File: src/hdl/wpu_pkg.sv
// ----------------------------------------------------------------------------
// wpu_pkg
// Shared widths, constants and the small divide-by-three helper used by the
// wolf pack position update pipeline.
// ----------------------------------------------------------------------------
package wpu_pkg;

    localparam int VAL_W  = 32;   // Q16.16 values
    localparam int RND_W  = 16;   // Q0.16 random fractions
    localparam int COEF_W = 18;   // Q2.16 coefficient a
    localparam int TERM_W = 54;   // one leader term in Q.32
    localparam int SUM_W  = 55;   // sum of three terms in Q.32
    localparam int MQ_W   = 39;   // rounded magnitude before the divide by three

    localparam logic [COEF_W-1:0] A_COEFF_RESET = 18'd131072;

    // Rounded magnitudes at or above these saturate the mean.
    localparam logic [MQ_W-1:0] SAT_POS_LIM = 39'd6442450944;
    localparam logic [MQ_W-1:0] SAT_NEG_LIM = 39'd6442450947;

    localparam logic signed [VAL_W-1:0] VAL_MAX = 32'sh7FFF_FFFF;
    localparam logic signed [VAL_W-1:0] VAL_MIN = 32'sh8000_0000;

    typedef struct packed {
        logic signed [VAL_W-1:0] lo;
        logic signed [VAL_W-1:0] hi;
    } wpu_limits_t;

    // Exact floor(n / 3) for any n below 2^19, by a reciprocal multiply.
    function automatic logic [17:0] div3(input logic [18:0] n);
        logic [37:0] prod;
        prod = {19'd0, n} * 38'd349526;
        return prod[37:20];
    endfunction

endpackage

File: src/hdl/wpu_term.sv
// ----------------------------------------------------------------------------
// wpu_term
// Four-stage pipeline for one leader term X = L - A*D in Q.32.
// ----------------------------------------------------------------------------
module wpu_term
    import wpu_pkg::*;
(
    input  logic                     clk,
    input  logic [COEF_W-1:0]        a_coeff,
    input  logic signed [VAL_W-1:0]  lead,
    input  logic signed [VAL_W-1:0]  pos,
    input  logic [RND_W-1:0]         rand_a,
    input  logic [RND_W-1:0]         rand_c,
    output logic signed [TERM_W-1:0] term
);

    // Stage 1: a * (2*r1 - 1) and r2 * L.
    logic signed [17:0]       r1_off;
    logic signed [36:0]       a32_next, a32_reg;
    logic signed [48:0]       p_next, p_reg;
    logic signed [VAL_W-1:0]  lead_s1_reg, pos_s1_reg;

    // Stage 2: rounded A and D.
    logic signed [49:0]       diff;
    logic [49:0]              dmag, dsum;
    logic [36:0]              amag, asum;
    logic signed [18:0]       a16_next, a16_reg;
    logic [33:0]              d16_next, d16_reg;
    logic signed [VAL_W-1:0]  lead_s2_reg;

    // Stage 3: A * D.
    logic signed [53:0]       prod_next, prod_reg;
    logic signed [VAL_W-1:0]  lead_s3_reg;

    // Stage 4: L*2^16 - A*D.
    logic signed [TERM_W-1:0] term_next, term_reg;

    assign r1_off   = $signed({1'b0, rand_a, 1'b0}) - $signed(18'd65536);
    assign a32_next = $signed({1'b0, a_coeff}) * r1_off;
    assign p_next   = $signed({1'b0, rand_c}) * lead;

    assign diff = $signed({p_reg, 1'b0}) - $signed({{2{pos_s1_reg[31]}}, pos_s1_reg, 16'd0});
    assign dmag = diff[49] ? 50'(-diff) : 50'(diff);
    assign dsum = dmag + 50'd32768;
    assign d16_next = dsum[49:16];

    // Both roundings go to nearest with ties away from zero, on the magnitude.
    assign amag = a32_reg[36] ? 37'(-a32_reg) : 37'(a32_reg);
    assign asum = amag + 37'd32768;
    assign a16_next = a32_reg[36] ? -$signed({1'b0, asum[33:16]})
                                  :  $signed({1'b0, asum[33:16]});

    assign prod_next = a16_reg * $signed({1'b0, d16_reg});

    assign term_next = $signed({{6{lead_s3_reg[31]}}, lead_s3_reg, 16'd0}) - prod_reg;

    always_ff @(posedge clk)
    begin
        a32_reg     <= a32_next;
        p_reg       <= p_next;
        lead_s1_reg <= lead;
        pos_s1_reg  <= pos;
        a16_reg     <= a16_next;
        d16_reg     <= d16_next;
        lead_s2_reg <= lead_s1_reg;
        prod_reg    <= prod_next;
        lead_s3_reg <= lead_s2_reg;
        term_reg    <= term_next;
    end

    assign term = term_reg;

endmodule

File: config.mk
export PLATFORM = sky130hd
export DESIGN_NAME = wpu_term
export DESIGN_NICKNAME = d
export VERILOG_FILES = /design/src/hdl/wpu_pkg.sv /design/src/hdl/wpu_term.sv
export SDC_FILE = /design/constraint.sdc
export NUM_CORES = 2
export LEC_CHECK = 0
export ABC_CLOCK_PERIOD_IN_PS = 11100
export BUFFER_PORTS_ARGS = -buffer_cell sky130_fd_sc_hd__buf_2
export CAP_MARGIN = 20
export CORE_MARGIN = 2
export CORE_UTILIZATION = 40
export CTS_BUF_LIST = sky130_fd_sc_hd__clkbuf_16
export CTS_CLUSTER_DIAMETER = 120
export DETAILED_ROUTE_END_ITERATION = 10
export HOLD_SLACK_MARGIN = 0.08
export PLACE_DENSITY = 0.61
export RECOVER_POWER = 100
export REMOVE_ABC_BUFFERS = 1
export SLEW_MARGIN = 20
export SYNTH_ARGS = -nofsm -noshare
export SYNTH_HDL_FRONTEND = slang
export SYNTH_SLANG_ARGS = --single-unit
export TNS_END_PERCENT = 50
File: constraint.sdc
create_clock -name clk -period 11.1 [get_ports clk]
set_input_delay 1.11 -clock clk [delete_from_list [all_inputs] [get_ports clk]]
set_output_delay 1.11 -clock clk [all_outputs]
set_load 0.005 [all_outputs]
---- Word-level counts from Yosys, hierarchy flattened ----
Index checks and enable logic that the tools add are counted.
word-level totals
  register bits after elaboration ......... 375
  word-level logic and storage cells ...... 25
cells by class
  $add $sub $neg .......................... 8
  $mul .................................... 3
  mux-type cells .......................... 3
operators by type and width
  cell                    number
  $mul 19x35->54          1
  $sub 48x54->54          1
  $add 50x16->50 const B  1
  $mux 50                 1
  $neg 50->50             1
  $sub 50x48->50          1
  $mul 17x32->49          1
  $mul 19x18->37          1
  $add 34x16->34 const B  1
  $mux 34                 1
  $neg 34->34             1
  $neg 18->19             1
  $mux 18                 1
  $sub 17x17->18 const B  1

---- Longest topological paths before layout ----
  depth in word-level cells ............... 5
  depth in mapped cells ................... 29
  mapped depth without buffers ............ 28

---- Least setup slack after synthesis ----
OpenSTA, ideal clock, no wires.
  path kind ............................... input-to-reg
  from .................................... in rand_c[2]
  to ...................................... reg p_reg[45]
  arrival ................................. 8.255 ns
  setup slack ............................. 2.723 ns
  cell stages on the path ................. 25
  buffers on the path ..................... 1
  path through ............................ clkbuf_1 > nand2_1 > fa_1 > fa_1 > fa_1 > fa_1 > inv_1 > fa_1 > inv_1 > fa_1 > inv_1 > ha_1 > a21o_1 > a21o_1 > a211o_1 > and4_1 > a2111oi_0 > o21ai_1 > a21oi_1 > o31ai_1 > o41ai_1 > o21ai_1 > a311oi_2 > nor4b_1 > a311o_1
between the ends
  word-level cells in the longest chain between the ends .. 1
RTL lines
  what                    RTL line        source
  start: declaration      wpu_term.sv:13  input logic [RND_W-1:0] rand_c,
  $mul 17x32->49          wpu_term.sv:40  assign p_next = $signed({1'b0, rand_c}) * lead;
  named net p_next[45]    wpu_term.sv:20  logic signed [48:0] p_next, p_reg;
  end signal: assignment  wpu_term.sv:60  p_reg <= p_next;
  end: declaration        wpu_term.sv:20
The timed path passes the listed nets, and every way through them passes these cells.
A chain may end at the register's enable or synchronous reset.

---- Worst setup path after layout ----
  from .................................... reg a16_reg[5]
  to ...................................... reg prod_reg[46]
between the ends
  word-level cells in the longest chain between the ends .. 1
RTL lines
  what                      RTL line        source
  start: declaration        wpu_term.sv:27  logic signed [18:0] a16_next, a16_reg;
  start signal: assignment  wpu_term.sv:63  a16_reg <= a16_next;
  $mul 19x35->54            wpu_term.sv:53  assign prod_next = a16_reg * $signed({1'b0, d16_reg});
  named net prod_next[46]   wpu_term.sv:32  logic signed [53:0] prod_next, prod_reg;
  end signal: assignment    wpu_term.sv:66  prod_reg <= prod_next;
  end: declaration          wpu_term.sv:32
The timed path passes the listed nets, and every way through them passes these cells.

==> out/results.tsv <==
stage	metric	value	unit
die	die_width	404	um
setup_path	critPathKind	flop to flop	
timing	rsz0062_at_grt	false	
timing	final_period_minus_worst_setup_slack	9.65	ns
run_status	status	complete, but fails checks	
route	dr_wl_met2	77000	um
die	pin_count	169	
cells_and_area	finish.utilization	42.9	%
clock_network	number_of_buffers_inserted_to_repair_setup_after_cts	0	
route	drtAntennaViolNets	0	
clock_network	tritoncts_num_sinks	372	
timing	clock_skew	0.0222	ns
die	placeableCoreArea	159000	um^2
clock_network	cts_hold_repair.buffers	0	
clock_network	clk_pin_slew	0.06	ns
synth	ys_dominant_reg_cell	dfxtp_1	
cells_and_area	finished_layout_cell_area	68000	um^2
synth	synth-async-reset-ratio	0	%
route	dr.pass1.iters	5	
route	vias	46495	
cells_and_area	num_antenna_cells	0	
timing	worst_slack	1.45	ns
place	post_place_worst_slack	1.39	ns
flow_run	drv.max_cap_violation_count	4	
hold_path	hold_path.class	flop to flop	
timing	max_freq	104	MHz
synth	gate_count_post_synth	7075	
grt	grt_pass1_wl	272000	um
setup_path	cp_required	11.64	ns
synth	synth.yosys.seq_area_share	11.6	%
clock_network	tritoncts	built	
grt	antenna_found_initial	6	
timing	worst_slew_pin_slew	2.02	ns
place	post_dp_cell_area	66600	um^2
synth	ys_seq_elements	372	
grt	grt-ovfl-total	0	
cells_and_area	drive_gt1_share	3.57	%
timing	timing.slew.headroom	-34.6	%
route	detail_route.wirelength.met1	73400	um
grt	gr-usage-all-layers	20.9	%
route	drt_iter0_markers	2606	
clock_network	cts-root-to-sink-buffers	3	
setup_path	critPathArrivalTime	10.19	ns
synth	netlist-cell-type-count	106	
cells_and_area	num-nets-final	8970	
place	port_buffers	168	
route	drt_total_wl	166000	um
synth	avg_cell_area_syn	9.04	um^2
route	met3RoutedLength	11500	um
synth	yosys_warnings	0	
die	dieHeight	404	um
clock_network	cts_inserted_buffers	45	
clock_network	worstSkewPairLatency	0.62	ns
grt	grt_max_degree	46	
synth	synthesis.area	64000	um^2
timing	report.final.hold_viol_count	0	
setup_path	critical_path.startpoint_type	flop	
run_status	violated_checks	capacitance limit, slew limit	
clock_network	htree_num_levels	2	
route	detail_route.vias_per_cell	5.08	
place	dp_hpwl	130000	um
timing	final_max_slew_viol_count	93	
place	routabilityCongestion	0.899	
cells_and_area	n_fill_cell	15687	
route	post_drt_wl_per_cell	18.1	um
synth	synth_edf_count	0	
die	core.rowCount	146	
die	initial_core_util	40.3	%
clock_network	cts_root_buffer	clkbuf_16	
setup_path	path_max_fanout	24	
cells_and_area	syn2layout_area_growth	6.30	%
route	number_of_remaining_drc_errors	0	
clock_network	cts_repair_resize_count	0	
timing	setup_violations	0	
grt	grt_pass1_vias	50148	
setup_path	critPathCaptureType	flop	
die	die_area	163000	um^2
route	highest_metal_layer_with_signal_wires	met4	
timing	final.period_utilization	86.9	%
timing	finalSetupTns	0	ns
==> cell type report <==
cell class                      count  area [um^2]  share of cell area, %
Timing Repair Buffer              207          992                   1.46
Tap cell                         2072         2590                   3.81
Clock inverter                     34          407                  0.598
Multi-Input combinational cell   4890        49600                   73.0
Sequential cell                   372         7460                   11.0
Inverter                         1538         5770                   8.49
Clock buffer                       46         1150                   1.69
==> worst max-delay path: stages (launching register included) <==
cell and delay [ns]:
dfxtp_1 0.66, clkbuf_1 1.32, nand2_1 0.22, fa_1 0.58
fa_1 0.52, fa_1 0.51, inv_1 0.06, fa_1 0.57
fa_1 0.44, fa_1 0.51, fa_1 0.42, ha_1 0.39
nand3_1 0.10, nor2_1 0.31, nand3_1 0.19, nor4_1 0.56
o21ai_0 0.47, o41ai_1 0.44, clkbuf_1 0.30, a211oi_1 0.12
o21bai_1 0.22, a21o_1 0.15, a21oi_1 0.08, o21ai_0 0.23
xor2_1 0.17
==> cells in the mapped netlist, types with 13 or more instances <==
library cell	instances	area, um^2
dfxtp_1	372	7450
nor2_1	163	612
xor2_1	69	604
a211o_1	13	114
nor4_1	28	175
o21bai_1	35	263
a211oi_1	13	97.6
nand4_1	35	219
o31ai_1	17	128
inv_1	1538	5770
nand2b_1	42	263
and3_1	18	113
or3_1	27	169
and2_1	593	3710
o211ai_1	13	97.6
clkbuf_1	265	995
or2_2	25	156
o21ai_0	117	586
nand2_1	947	3550
a21o_1	109	818
nor2b_1	67	419
o21a_1	30	225
a31oi_1	21	131
fa_1	1272	25500
nand3_1	52	260
a21oi_1	200	1000
xnor2_1	217	1900
nor3_1	57	285
ha_1	529	6620
==> layout by cell type, fill, tap and decap left out, types with 8 or more instances in the layout <==
cell,count
a2111oi_0,8
a211o_1,13
a211oi_1,13
a21o_1,109
a21oi_1,200
a31oi_1,21
and2_0,19
and2_1,574
and3_1,18
buf_2,70
buf_4,34
bufinv_16,8
clkbuf_1,102
clkbuf_16,46
dfxtp_1,360
dfxtp_2,12
fa_1,1272
ha_1,529
inv_1,1544
nand2_1,947
nand2b_1,42
nand3_1,52
nand4_1,35
nor2_1,163
nor2b_1,67
nor3_1,57
nor4_1,30
o211ai_1,13
o21a_1,30
o21ai_0,121
o21bai_1,36
o22ai_1,10
o31a_1,10
o31ai_1,19
or2_2,25
or3_1,27
or4_1,10
xnor2_1,217
xor2_1,69
==> per-layer routing <==
layer,GRT usage (%),up-vias
met1,28.8,23595
met2,34.7,1352
met5,0,-
met4,4.82,0
li1,-,21320
met3,3.24,228
==> worst paths after layout <==
check	endpoint	depth (start not counted)	startpoint	slack (ns)
hold reg to reg	lead_s2_reg[29]	0	lead_s1_reg[29]	0.32
setup / recovery	prod_reg[46]	24	a16_reg[5]	1.45
setup reg to reg	prod_reg[46]	24	a16_reg[5]	1.45
hold / removal	lead_s2_reg[29]	0	lead_s1_reg[29]	0.32
==> cells by family (layout without fill, tap and decap cells) <==
| group | count (synthesis) | count (layout) | synth area share [%] |
|---|---|---|---|
| fa+ha+maj | 1801 | 1801 | 50.2 |
| simple gates | 2114 | 2114 | 16.4 |
| buf+inv | 1813 | 1825 | 10.7 |
| mux | 9 | 9 | 0.149 |
| flops | 372 | 372 | 11.6 |
| xor+xnor | 286 | 286 | 3.92 |
| compound gates | 680 | 680 | 7.07 |
==> metrics by stage <==
stage	instances	hold slack, ns
floorplan	6800	0.310
global placement	9079	0.310
detailed placement	9079	0.312
CTS	9159	0.317
global route	9159	0.322
finish	9159	0.321
Power is not shown: default switching activity piles up to over one toggle a cycle in this logic, so the estimate is an artifact.
